$ cat src/hdl/rpn_pkg.sv
`default_nettype none
package rpn_pkg;

  localparam int unsigned DefStackDepth = 128;
  localparam int unsigned ValueW = 32;
  localparam int unsigned StatusW = 2;
  localparam int unsigned CharW = 8;

  localparam logic [CharW-1:0] ChPlus  = 8'h2B;
  localparam logic [CharW-1:0] ChMinus = 8'h2D;
  localparam logic [CharW-1:0] ChMul   = 8'h2A;
  localparam logic [CharW-1:0] ChDiv   = 8'h2F;
  localparam logic [CharW-1:0] ChDot   = 8'h2E;
  localparam logic [CharW-1:0] ChZero  = 8'h30;

  localparam logic [StatusW-1:0] StOk    = 2'd0;
  localparam logic [StatusW-1:0] StUnder = 2'd1;
  localparam logic [StatusW-1:0] StOver  = 2'd2;
  localparam logic [StatusW-1:0] StDivz  = 2'd3;

  typedef enum logic [1:0] {
    OpAdd,
    OpSub,
    OpMul,
    OpDiv
  } op_e;

  typedef enum logic [3:0] {
    S_IDLE,
    S_READ_A,
    S_READ_B,
    S_WAIT,
    S_MUL,
    S_DIV,
    S_WRITE,
    S_EOL_READ,
    S_EOL_WAIT,
    S_OUT
  } state_e;

  // controller -> datapath
  typedef struct packed {
    logic       load_in;    // capture char
    logic       set_res_sum; // result value = saturated sum / difference
    logic       rd_next;    // read address count-2
    logic       cap_a;      // rd data -> a
    logic       cap_b;      // rd data -> b
    logic       push;       // write pushed digit at count, count++
    logic       mul_start;
    logic       div_start;
    logic       wr_res;     // write result at count-2, count--
    logic       set_res_a;  // result value = rd data (top of stack)
    logic       set_res_zero;
    logic       clr_count;
  } cmd_t;

  // datapath -> controller
  typedef struct packed {
    logic       cnt_zero;
    logic       cnt_lt2;
    logic       cnt_full;
    logic       a_zero;
    logic       mul_done;
    logic       div_done;
  } sts_t;

endpackage
`default_nettype wire

$ cat src/hdl/rpn_ctrl.sv
`default_nettype none
module rpn_ctrl (
  input  wire logic                       clk_i,
  input  wire logic                       rst_ni,
  input  wire logic                       in_valid_i,
  output logic                            in_stall_o,
  input  wire logic [rpn_pkg::CharW-1:0]  ch_i,
  input  wire logic                       end_of_line_i,
  output logic                            out_valid_o,
  input  wire logic                       out_stall_i,
  output logic [rpn_pkg::StatusW-1:0]     status_o,
  output logic                            final_result_o,
  output rpn_pkg::cmd_t                   cmd_o,
  input  wire rpn_pkg::sts_t              sts_i
);
  import rpn_pkg::*;

  state_e state_q, state_d;
  logic [CharW-1:0] ch_q;
  logic eol_q;
  logic [StatusW-1:0] st_q, st_d;
  logic fin_q, fin_d;
  logic is_op;
  logic [1:0] wait_q, wait_d;

  assign is_op = ch_q inside {ChPlus, ChMinus, ChMul, ChDiv};

  always_ff @(posedge clk_i or negedge rst_ni) begin
    if (!rst_ni) begin
      state_q <= S_IDLE;
      st_q <= StOk;
      fin_q <= 1'b0;
      wait_q <= '0;
    end else begin
      state_q <= state_d;
      st_q <= st_d;
      fin_q <= fin_d;
      wait_q <= wait_d;
    end
  end

  always_ff @(posedge clk_i) begin
    if (state_q == S_IDLE && in_valid_i) begin
      ch_q <= ch_i;
      eol_q <= end_of_line_i;
    end
  end

  always_comb begin
    state_d = state_q;
    st_d = st_q;
    fin_d = fin_q;
    wait_d = wait_q;
    cmd_o = '0;
    in_stall_o = (state_q != S_IDLE);
    out_valid_o = (state_q == S_OUT);
    case (state_q)
      S_IDLE: begin
        if (in_valid_i) begin
          cmd_o.load_in = 1'b1;
          st_d = StOk;
          state_d = S_READ_A;
        end
      end
      S_READ_A: begin
        // classify; read port addresses top
        fin_d = eol_q;
        if (is_op) begin
          if (sts_i.cnt_lt2) begin
            st_d = StUnder;
            state_d = eol_q ? S_EOL_READ : S_OUT;
            cmd_o.set_res_zero = 1'b1;
          end else begin
            state_d = S_READ_B;
          end
        end else if (ch_q == ChDot) begin
          if (sts_i.cnt_zero) begin
            st_d = StUnder;
            cmd_o.set_res_zero = 1'b1;
            state_d = eol_q ? S_EOL_READ : S_OUT;
          end else begin
            state_d = S_EOL_READ;
          end
        end else begin
          if (sts_i.cnt_full) begin
            st_d = StOver;
            cmd_o.set_res_zero = 1'b1;
            state_d = eol_q ? S_EOL_READ : S_OUT;
          end else begin
            cmd_o.push = 1'b1;
            state_d = eol_q ? S_EOL_READ : S_IDLE;
          end
        end
      end
      S_READ_B: begin
        // rd data = top now; next read count-2
        cmd_o.cap_a = 1'b1;
        cmd_o.rd_next = 1'b1;
        state_d = S_WAIT;
      end
      S_WAIT: begin
        cmd_o.cap_b = 1'b1;
        if (ch_q == ChDiv) begin
          if (sts_i.a_zero) begin
            st_d = StDivz;
            cmd_o.set_res_zero = 1'b1;
            state_d = eol_q ? S_EOL_READ : S_OUT;
          end else begin
            state_d = S_DIV;
            wait_d = 2'd0;
          end
        end else if (ch_q == ChMul) begin
          state_d = S_MUL;
          wait_d = 2'd0;
        end else begin
          state_d = S_MUL;
          wait_d = 2'd3;
        end
      end
      S_MUL: begin
        // sum: recompute with b captured; multiply: wait for product pipeline
        if (wait_q == 2'd3) begin
          cmd_o.set_res_sum = 1'b1;
          state_d = S_WRITE;
        end else if (wait_q == 2'd0) begin
          cmd_o.mul_start = 1'b1;
          wait_d = 2'd1;
        end else if (sts_i.mul_done) begin
          state_d = S_WRITE;
        end
      end
      S_DIV: begin
        if (wait_q != 2'd2) begin
          cmd_o.div_start = 1'b1;
          wait_d = 2'd2;
        end else if (sts_i.div_done) begin
          state_d = S_WRITE;
        end
      end
      S_WRITE: begin
        cmd_o.wr_res = 1'b1;
        state_d = eol_q ? S_EOL_READ : S_IDLE;
      end
      S_EOL_READ: begin
        state_d = S_EOL_WAIT;
      end
      S_EOL_WAIT: begin
        cmd_o.cap_a = 1'b1;
        state_d = S_OUT;
        if (eol_q) begin
          if (st_q == StOk && sts_i.cnt_zero) st_d = StUnder;
          cmd_o.clr_count = 1'b1;
        end
      end
      S_OUT: begin
        if (!out_stall_i) state_d = S_IDLE;
      end
      default: state_d = S_IDLE;
    endcase
    // result value: top of stack from rd data in S_EOL_WAIT, also on fault
    if (state_q == S_EOL_WAIT) begin
      cmd_o.set_res_a = 1'b1;
    end
  end

  assign status_o = st_q;
  assign final_result_o = fin_q;

  ap_stall_busy: assert property (@(posedge clk_i) disable iff (!rst_ni)
    (state_q != S_IDLE) |-> in_stall_o) else $error("input not stalled while busy");
  ap_out_hold: assert property (@(posedge clk_i) disable iff (!rst_ni)
    (out_valid_o && out_stall_i) |=> (out_valid_o && $stable(status_o)))
    else $error("result dropped");
  ap_one_side: assert property (@(posedge clk_i) disable iff (!rst_ni)
    !(out_valid_o && !in_stall_o)) else $error("accepting while showing result");

endmodule
`default_nettype wire

$ cat config.mk
export PLATFORM = sky130hd
export DESIGN_NAME = rpn_ctrl
export DESIGN_NICKNAME = d
export VERILOG_FILES = /design/src/hdl/rpn_pkg.sv /design/src/hdl/rpn_ctrl.sv
export SDC_FILE = /design/constraint.sdc
export NUM_CORES = 1
export LEC_CHECK = 0
export ABC_AREA = 0
export BUFFER_PORTS_ARGS = -buffer_cell sky130_fd_sc_hd__buf_2
export CAP_MARGIN = 5
export CORE_UTILIZATION = 53
export CTS_CLUSTER_SIZE = 28
export DETAILED_ROUTE_END_ITERATION = 10
export PLACE_DENSITY_LB_ADDON = 0.12
export SYNTH_ARGS = -nofsm -noshare
export SYNTH_HDL_FRONTEND = slang
export SYNTH_SLANG_ARGS = --single-unit
$ cat constraint.sdc
create_clock -name clk_i -period 4.9 [get_ports clk_i]
set_clock_uncertainty 0.05 [all_clocks]
set_input_delay 0.49 -clock clk_i [delete_from_list [all_inputs] [get_ports clk_i]]
set_output_delay 0.49 -clock clk_i [all_outputs]
set_load 0.005 [all_outputs]
After elaboration in Yosys (flattened, before gate mapping) --
Cells that the tools add are included.
Word-level totals: register bits 18, output and inout port bits 17, logic and storage cells 115
Cells by class: reduce and logical (&&, ||, !) cells 13, muxes and demuxes 63, eq/ne operators 33
Operators with widths (count):
- 4-bit two-way mux | 15
- 8-bit by 6-bit == test with 1-bit output (second input constant) | 5
- 4-bit case mux with 10 select lines | 1
- 2-bit two-way mux | 16
- 1-bit two-way mux | 27
- 2-bit != test (second input constant) | 12
- 4-bit by 3-bit == test with 1-bit output (second input constant) | 4
- 3-bit != test (second input constant) | 4
- 4-bit nonzero test | 3
- 9-bit AND reduction | 1
- 4-bit by 2-bit == test with 1-bit output (second input constant) | 2
- 4-bit == test (second input constant) | 2
- 4-bit != test (second input constant) | 2
- 2-bit case mux with 4 select lines | 1
- 2-bit case mux with 3 select lines | 1
- 6-bit AND reduction | 1
- 5-bit AND reduction | 1
- 4-bit by 1-bit == test with 1-bit output (second input constant) | 1
- 2-bit logical NOT | 2
- 4-bit logical NOT | 1
- 3-bit two-way mux | 1
- 3-bit nonzero test | 1
- 2-bit == test (second input constant) | 1
- 1-bit logical AND | 2
- other kinds (2) | 2

Longest topological paths before layout --
Gate-level depths: netlist of run 1.
depth after elaboration 5, mapped depth 7, gate-level depth less buffers 7

Worst setup path after synthesis of run 1 --
No wires, ideal clock.
kind reg-to-output, from reg ch_q[4], to out cmd_o[1] in the netlist's numbering, slack 3122 ps, path buffers 1, data required time 4360 ps, data arrival time 1238 ps, stages on the path, launching flop included 7, cell sequence edfxtp_1 > nor4b_2 > and2_1 > buf_4 > and3_1 > a21oi_1 > inv_1
RTL lines:
- from (decl) | line rpn_ctrl.sv:19 | logic [CharW-1:0] ch_q;
- from (signal assigned) | line rpn_ctrl.sv:44 | ch_q <= ch_i;
- to (decl) | line rpn_ctrl.sv:13 | output rpn_pkg::cmd_t cmd_o,

==> results.cfg, run 1 <==
[worst_setup_path]
critPathKind = flip-flop to primary output
endpoint_kind = primary output
path_cells = and2b_1 -> nand2_1 -> nor2_1 -> a21oi_1 -> inv_1 -> buf_2
cp_slowest_cell = dfrtp_1
path_max_fanout = 13
worst_ep_arrival_time_ns = 1.89
max_stage_delay_ns = 0.62
cp.required_ns = 4.36
startpoint_type = flip-flop

[power]
irDropWorstVdd_mv = 0.310
p_per_area_mw_per_mm2 = 546
p_leak_nw = 0.625

[route]
viasPerCell = 5.89
first_iter_violations = 37
ant_nets = 0
drcViolationCount = 0
wl_per_cell_um = 13.9
wl_um = 2490
first_pass_iters = 4
via_count = 1054

[clock_network]
numCtsBuffers = 3
cts.clk_slew.worst_paths_ns = 0.11
cts_max_path_buffers = 2
htreeDepth = 1
root_buffer = clkbuf_4
clock_sinks = 18
clk_latency_ns = 0.30
post_cts_buffers = 0
cts_tree = done

[flow_run]
maxCapViolations = 0

[logic_synthesis]
ys_warn_count = 0
synthTopCellsByCount = nor2_1, nand2_1, dfrtp_1, edfxtp_1, inv_1
syn-num-nets = 134
yosys.cell_count.top_type = nor2_1
syn_avg_cell_area_sq_um = 9.54
ys_ff_latch = 18
synth.area.top_cells = edfxtp_1, dfrtp_1, nor2_1
syn_inst = 115
synthDistinctLibCells = 42
synth_top_area_cell = edfxtp_1
netlist_area_sq_mm = 0.00110
ys_seq_area_share_pct = 45.2
async_flop_share_pct = 50.0
synth_flop_cell = edfxtp_1
synth.top_cell.area_share_pct = 24.6
synth_edf_count = 9

[sta]
timing.fmax_ghz = 0.411
setup_violations = 0
final.setup.tns_ns = 0
setup_slack_ns = 2.47
rsz0062_at_grt = false
worstMarginPinSlew_ns = 0.520
slew_headroom_pct = 65.3
finalHoldViolCount = 0
post-route-period-util_pct = 49.6
min_period_ns = 2.43
drv_slew = 0

[placed_design]
post-place-ws_ns = 2.85
portBuffers = 35
dpl.hpwl_um = 1970
routabilityCongestion = 0.973

[grt]
antenna_found_initial = 0
grt-ovfl-total = 0
grtUsageTotal_pct = 24.1
grt_pass1_vias = 936
grt_max_degree = 18
grt_pass1_wl_um = 3790

[floorplanning]
die_w_um = 47.5
die-area_sq_mm = 0.00226
start_util_pct = 55.9
num_io_pins = 36
coreArea_sq_mm = 0.00196
die_h_um = 47.5
rows = 16

[final_layout]
nets = 172
seqCellArea_sq_um = 495
drive_gt1_share_pct = 30.3
syn_to_final_growth_pct = 21.8
multi_input_area_sq_um = 563
n_fill_cell = 184
antenna-diode-count = 0

[status]
outcome = finished clean

[worst_hold_path]
min_path_type = input port to flip-flop
## what timing repair did
action                                 in CTS  in global routing
hold buffers                                1                  0
gates resized for setup                     0                  0
endpoints found under the hold margin       9                  0
## power breakdown
group	leakage (nW)	internal [W]	switching, W
clock network	0.0210	0.0000453	0.0000476
registers	0.192	0.000211	0.0000720
logic	0.411	0.000167	0.000186
total	0.625	0.000424	0.000305
## layout by cell type, fill, tap and decap left out, types with 2 or more instances in the layout
master and instances:
and2_1 2, a21o_1 2, o211ai_1 2, edfxtp_1 9, nand2_1 12, nor2b_1 2, a221oi_1 2, clkbuf_4 3
and3_1 5, nand2b_1 4, nor2_1 13, inv_1 6, a31oi_1 4, and2b_1 2, dfrtp_1 9, o21ai_0 5
a21oi_1 4, buf_2 35, mux2i_1 2, nor3b_1 2, nor3_1 3, mux2_2 3
## area by class of cell
cell class / instances / share of cell area, %
clock buffer: 4 / 2.72
inverter: 6 / 1.69
multi-input combinational: 88 / 42.1
sequential: 18 / 37.1
tap: 27 / 2.53
timing repair buffer: 36 / 13.9
## metrics by stage
| stage | cell area (sq um) | power, W | hold WS (ns) | std cells | util (%) |
|---|---|---|---|---|---|
| final | 1340 | 0.000729 | 0.309 | 179 | 68.1 |
| after global routing | 1340 | 0.000782 | 0.302 | 179 | 68.1 |
| after CTS | 1340 | 0.000729 | 0.307 | 179 | 68.1 |
| after detailed placement | 1290 | 0.000636 | 0.310 | 174 | 65.8 |
| after global placement | 1290 | 0.000629 | 0.304 | 174 | 65.8 |
| after floorplan | 1100 | 0.000526 | 0.144 | 115 | - |
## worst max-delay path: cells and delay by family, from the launching register on
family / cells / cell delay (ns)
compound gates: 1 / 0.20
flops: 1 / 0.62
buf+inv: 2 / 0.17
simple gates: 3 / 0.60
## state kept, by name, summed over array words and instances, names as in the netlist
signal / flops
state_q: 4
ch_q: 8
eol_q: 1
wait_q: 2
status_o: 2
final_result_o: 1
## path summary, 6_finish.rpt
| path | startpoint | endpoint | slack [ns] | depth (start not counted) |
|---|---|---|---|---|
| hold reg to reg | final_result_o$_DFFE_PN0P_ | final_result_o$_DFFE_PN0P_ | 0.46 | 2 |
| setup / recovery | state_q[1]$_DFFE_PN0P_ | cmd_o[1] | 2.47 | 6 |
| min in group asynchronous | rst_ni | state_q[1]$_DFFE_PN0P_ | 0.52 | 2 |
| max in group asynchronous | rst_ni | status_o[1]$_DFFE_PN0P_ | 4.09 | 2 |
| hold / removal | ch_i[1] | ch_q[1]$_DFFE_PP_ | 0.31 | 1 |
| setup reg to reg | state_q[0]$_DFFE_PN0P_ | status_o[0]$_DFFE_PN0P_ | 2.83 | 5 |
## layer usage
layer | track usage, % | wire [um]
met1 | 29.7 | 1020
met5 | 0 | 0
met3 | 4.15 | 210
met2 | 41.1 | 1220
met4 | 10.9 | 45
## cell families after synthesis
kind of cell / synth area share, %
buffers and inverters: 3.53
flip-flops: 45.2
multiplexers: 4.90
AND/OR/NAND/NOR: 27.5
AO/OA/AOI/OAI: 18.1
XOR/XNOR: 0.798
Note: power is estimated with default switching activity, not from simulation.
==> inputs of run 2 (changes only) <==
Settings changed: CORE_ASPECT_RATIO set to 0.6, CORE_UTILIZATION 53 to 49.
Clock period 4.9 ns to 2.4 ns, I/O delays scaled along.
==> results.cfg, run 2 (same netlist as run 1, synthesis figures left out) <==
[route]
via_count = 1080
first_iter_violations = 104
viasPerCell = 5.93
ant_nets = 0
wl_per_cell_um = 15.6
wl_um = 2840
drcViolationCount = 0
first_pass_iters = 4

[final_layout]
most-common-layout-cells = buf_2, nor2_1, nand2_1
nets = 174
layout_commonest_cell = buf_2
drive_gt1_share_pct = 30.5
largest_reg_flops = 8
syn_to_final_growth_pct = 24.1
design_area_sq_mm = 0.00136
reg_top3 = ch_q x8, state_q x4
largest-register = ch_q
n_fill_cell = 150
antenna-diode-count = 0

[power]
seqPwrFrac_pct = 37.3
power_w = 0.00157
p_per_area_mw_per_mm2 = 1160
irDropWorstVdd_mv = 0.632
power_switching_w = 0.000665
pwr-share-comb_pct = 48.9
clkPwrFrac_pct = 13.9
swShare_pct = 42.2
p_leak_nw = 0.636
p_int_w = 0.000910

[status]
outcome = finished clean

[placed_design]
portBuffers = 35
post-place-ws_ns = 0.475
post_dp_cell_area_sq_mm = 0.00131
dpl.hpwl_um = 2270
routabilityCongestion = 0.890

[grt]
grt-ovfl-total = 0
grtUsageTotal_pct = 26.2
grt_max_degree = 18
grt_pass1_vias = 929
antenna_found_initial = 0
grt_pass1_wl_um = 4520

[floorplanning]
num_io_pins = 36
die_w_um = 63.1
coreArea_sq_mm = 0.00197
rows = 12
die_h_um = 38.7
start_util_pct = 55.8
die-area_sq_mm = 0.00244

[clock_network]
clock_sinks = 18
cts.clk_slew.worst_paths_ns = 0.07
htreeDepth = 1
cts_max_path_buffers = 2
clk_latency_ns = 0.25
cts_tree = done
root_buffer = clkbuf_8
post_cts_buffers = 0
numCtsBuffers = 3

[sta]
rsz0062_at_grt = false
setup_slack_ns = 0.223
setup_violations = 0
slew_headroom_pct = 64.6
timing.hold.ws_ns = 0.106
worstMarginPinSlew_ns = 0.531
finalHoldViolCount = 0
min_period_ns = 2.18
timing.fmax_ghz = 0.459
drv_slew = 0
final.setup.tns_ns = 0
post-route-period-util_pct = 90.7

[worst_hold_path]
min_path_type = input port to flip-flop
hold_path_depth = 1

[worst_setup_path]
ff2ff_path_depth = 7
path_max_fanout = 10
worst_ep_arrival_time_ns = 1.89
startpoint_type = flip-flop
endpoint_kind = primary output
critPathKind = flip-flop to primary output
cp.required_ns = 2.11

[flow_run]
maxCapViolations = 0
## run 2: what timing repair did
action                                 in CTS  in global routing
resized for setup                           0                  0
hold buffers                                1                  0
endpoints found under the hold margin       9                  0
## run 2: layer usage
| metal | wire (um) | track usage, % |
|---|---|---|
| met1 | 1250 | 36.8 |
| met2 | 1230 | 38.4 |
| met3 | 351 | 8.53 |
| met4 | 17 | 7.56 |
| met5 | 0 | 0 |
## run 2: cell type report
class / instances / area, sq um / share of cell area (%)
clock buffer: 4 / 45.0 / 3.31
inverter: 6 / 22.5 / 1.65
tap: 28 / 35.0 / 2.57
sequential: 18 / 495 / 36.4
timing repair buffer: 38 / 200 / 14.7
multi-input combinational: 88 / 563 / 41.4
## run 2: worst max-delay path, stage by stage, from the launching register on
cell and delay, ns:
dfrtp_1 0.47, nor2_1 0.42, and3_1 0.54, buf_2 0.21
## run 2: power groups by stage
| stage | Clock, W | Sequential, W | Combinational, W |
|---|---|---|---|
| floorplan | 0 | 0.000529 | 0.000545 |
| global placement | 0 | 0.000584 | 0.000746 |
| detailed placement | 0 | 0.000591 | 0.000753 |
| CTS | 0.000229 | 0.000583 | 0.000761 |
| global route | 0.000238 | 0.000609 | 0.000839 |
| finish | 0.000218 | 0.000587 | 0.000770 |
## run 2: through the flow
stage | instances | util, %
2_1_floorplan | 115 | -
3_3_place_gp | 177 | 66.4
3_5_place_dp | 177 | 66.4
4_1_cts | 182 | 69.2
5_1_grt | 182 | 69.2
6_report | 182 | 69.2
## run 2: worst paths after layout
| kind | end | startpoint | slack (ns) |
|---|---|---|---|
| max in group asynchronous | wait_q[0]$_DFFE_PN0P_ | rst_ni | 1.79 |
| worst max register to register | status_o[0]$_DFFE_PN0P_ | state_q[0]$_DFFE_PN0P_ | 0.44 |
| worst min-delay path | ch_q[2]$_DFFE_PP_ | ch_i[2] | 0.11 |
| worst min register to register | final_result_o$_DFFE_PN0P_ | final_result_o$_DFFE_PN0P_ | 0.43 |
| worst max-delay path | cmd_o[11] | state_q[2]$_DFFE_PN0P_ | 0.22 |
| min in group asynchronous | final_result_o$_DFFE_PN0P_ | rst_ni | 0.32 |
==> inputs of run 3 (changes only) <==
Settings changed: CORE_ASPECT_RATIO 0.6 to not set, CORE_UTILIZATION 49 to 53.
Clock period 2.4 ns to 2.75 ns, I/O delays scaled along.
==> results.cfg, run 3 (same netlist as run 1, synthesis figures left out) <==
[status]
outcome = finished clean

[route]
met3_wirelength_um = 174
wl_per_cell_um = 15.0
highest_layer = met4
ant_nets = 0
drcViolationCount = 0
first_iter_violations = 57
drt-met1-wl_um = 1080
viasPerCell = 5.96
first_pass_iters = 4
via_count = 1066
wl_um = 2690
wl_met2_um = 1410

[clock_network]
cts_max_path_buffers = 2
post_cts_buffers = 0
cts_tree = done
htreeDepth = 1
clock_sinks = 18
clk_latency_ns = 0.30
cts.clk_slew.worst_paths_ns = 0.11
numCtsBuffers = 3
root_buffer = clkbuf_4

[sta]
final.setup.tns_ns = 0
post-route-period-util_pct = 79.7
worstMarginPinSlew_ns = 0.510
setup_violations = 0
finalHoldViolCount = 0
slew_headroom_pct = 66.0
drv_slew = 0
timing.fmax_ghz = 0.456
rsz0062_at_grt = false
min_period_ns = 2.19
timing.hold.ws_ns = 0.0913

[placed_design]
routabilityCongestion = 0.893
portBuffers = 35
dpl.hpwl_um = 2120

[power]
p_int_w = 0.000756
swShare_pct = 42.1
pwr-share-comb_pct = 48.6
clkPwrFrac_pct = 12.4
seqPwrFrac_pct = 39.0
power_switching_w = 0.000550
irDropWorstVdd_mv = 0.601
p_per_area_mw_per_mm2 = 978
p_leak_nw = 0.625

[final_layout]
antenna-diode-count = 0
layout_commonest_cell = buf_2
largest_reg_flops = 8
syn_to_final_growth_pct = 21.8
largest-register = ch_q
n_fill_cell = 201
most-common-layout-cells = buf_2, nor2_1, nand2_1
reg_top3 = ch_q x8, state_q x4
drive_gt1_share_pct = 30.3
nets = 172

[worst_hold_path]
hold_path_depth = 1
whs_endpoint = eol_q$_DFFE_PP_
min_path_type = input port to flip-flop
hold_path_startpoint = end_of_line_i

[worst_setup_path]
worstReg2RegStart = state_q[0]$_DFFE_PN0P_
critPathKind = flip-flop to flip-flop
r2r_slack_ns = 0.56
startpoint_type = flip-flop
endpoint_kind = flip-flop
ff2ff_path_depth = 5
r2r_end = status_o[0]$_DFFE_PN0P_
path_max_fanout = 17
worst_ep_arrival_time_ns = 2.33
cp.required_ns = 2.88
cp-startpoint = state_q[0]$_DFFE_PN0P_

[flow_run]
maxCapViolations = 0

[grt]
grt_pass1_vias = 933
grt_pass1_wl_um = 3990
grtUsageTotal_pct = 26.5
grt_max_degree = 18
antenna_found_initial = 0
grt-ovfl-total = 0

[floorplanning]
coreArea_sq_mm = 0.00196
die_w_um = 47.5
rows = 16
num_io_pins = 36
die-area_sq_mm = 0.00226
start_util_pct = 55.9
die_h_um = 47.5
run 3: cell count changes in the layout (fill, tap and decap cells not counted):
cell | previous run | this run
clkbuf_4 | 0 | 3
buf_4 | 2 | 0
clkbuf_8 | 3 | 1
clkbuf_1 | 1 | 0
run 3: how the worst max path moves through the flow:
| stage | to | cells past startpoint |
|---|---|---|
| 2_1_floorplan | status_o[0]$_DFFE_PN0P_ | 5 |
| 3_3_place_gp | status_o[0]$_DFFE_PN0P_ | 5 |
| 3_5_place_dp | status_o[0]$_DFFE_PN0P_ | 5 |
| 4_1_cts | cmd_o[11] | 3 |
| 5_1_grt | cmd_o[1] | 6 |
| 6_report | status_o[0]$_DFFE_PN0P_ | 5 |
run 3: per-layer routing:
layer  up-vias  global-route usage, %
li1        502                      -
met1       504                   30.9
met2        56                   47.7
met3         4                   4.53
met4         0                   11.4
met5         -                      0
run 3: power by group through the flow:
stage | Clock (W) | Sequential (W) | Combinational (W)
6_report | 0.000162 | 0.000510 | 0.000634
5_1_grt | 0.000179 | 0.000524 | 0.000696
4_1_cts | 0.000169 | 0.000507 | 0.000632
3_5_place_dp | 0 | 0.000513 | 0.000628
3_3_place_gp | 0 | 0.000503 | 0.000613
2_1_floorplan | 0 | 0.000461 | 0.000475
run 3: per-stage QoR:
stage	worst slack [ns]	area, sq um	total power [W]	util [%]	cells
global route	0.404	1340	0.00140	68.1	179
detailed placement	0.635	1290	0.00114	65.8	174
CTS	0.567	1340	0.00131	68.1	179
floorplan	1.01	1100	0.000937	-	115
global placement	0.714	1290	0.00112	65.8	174
finish	0.558	1340	0.00131	68.1	179
run 3: timing repair:
action / CTS / global route
hold buffers: 1 / 0
gates resized for setup: 0 / 0
hold endpoints to repair: 9 / 0
run 3: final cells by class:
class | instances | area (sq um) | share of cell area, %
Sequential cell | 18 | 495 | 37.1
Tap cell | 27 | 33.8 | 2.53
Inverter | 6 | 22.5 | 1.69
Timing Repair Buffer | 36 | 185 | 13.9
Multi-Input combinational cell | 88 | 563 | 42.1
Clock buffer | 4 | 36.3 | 2.72
run 3: critical path, cell delays in order, from the launching register on:
cell       delay, ns
dfrtp_1         0.68
nand4bb_1       0.26
a31oi_1         0.46
nor3_1          0.13
nand3b_1        0.16
mux2_2          0.34
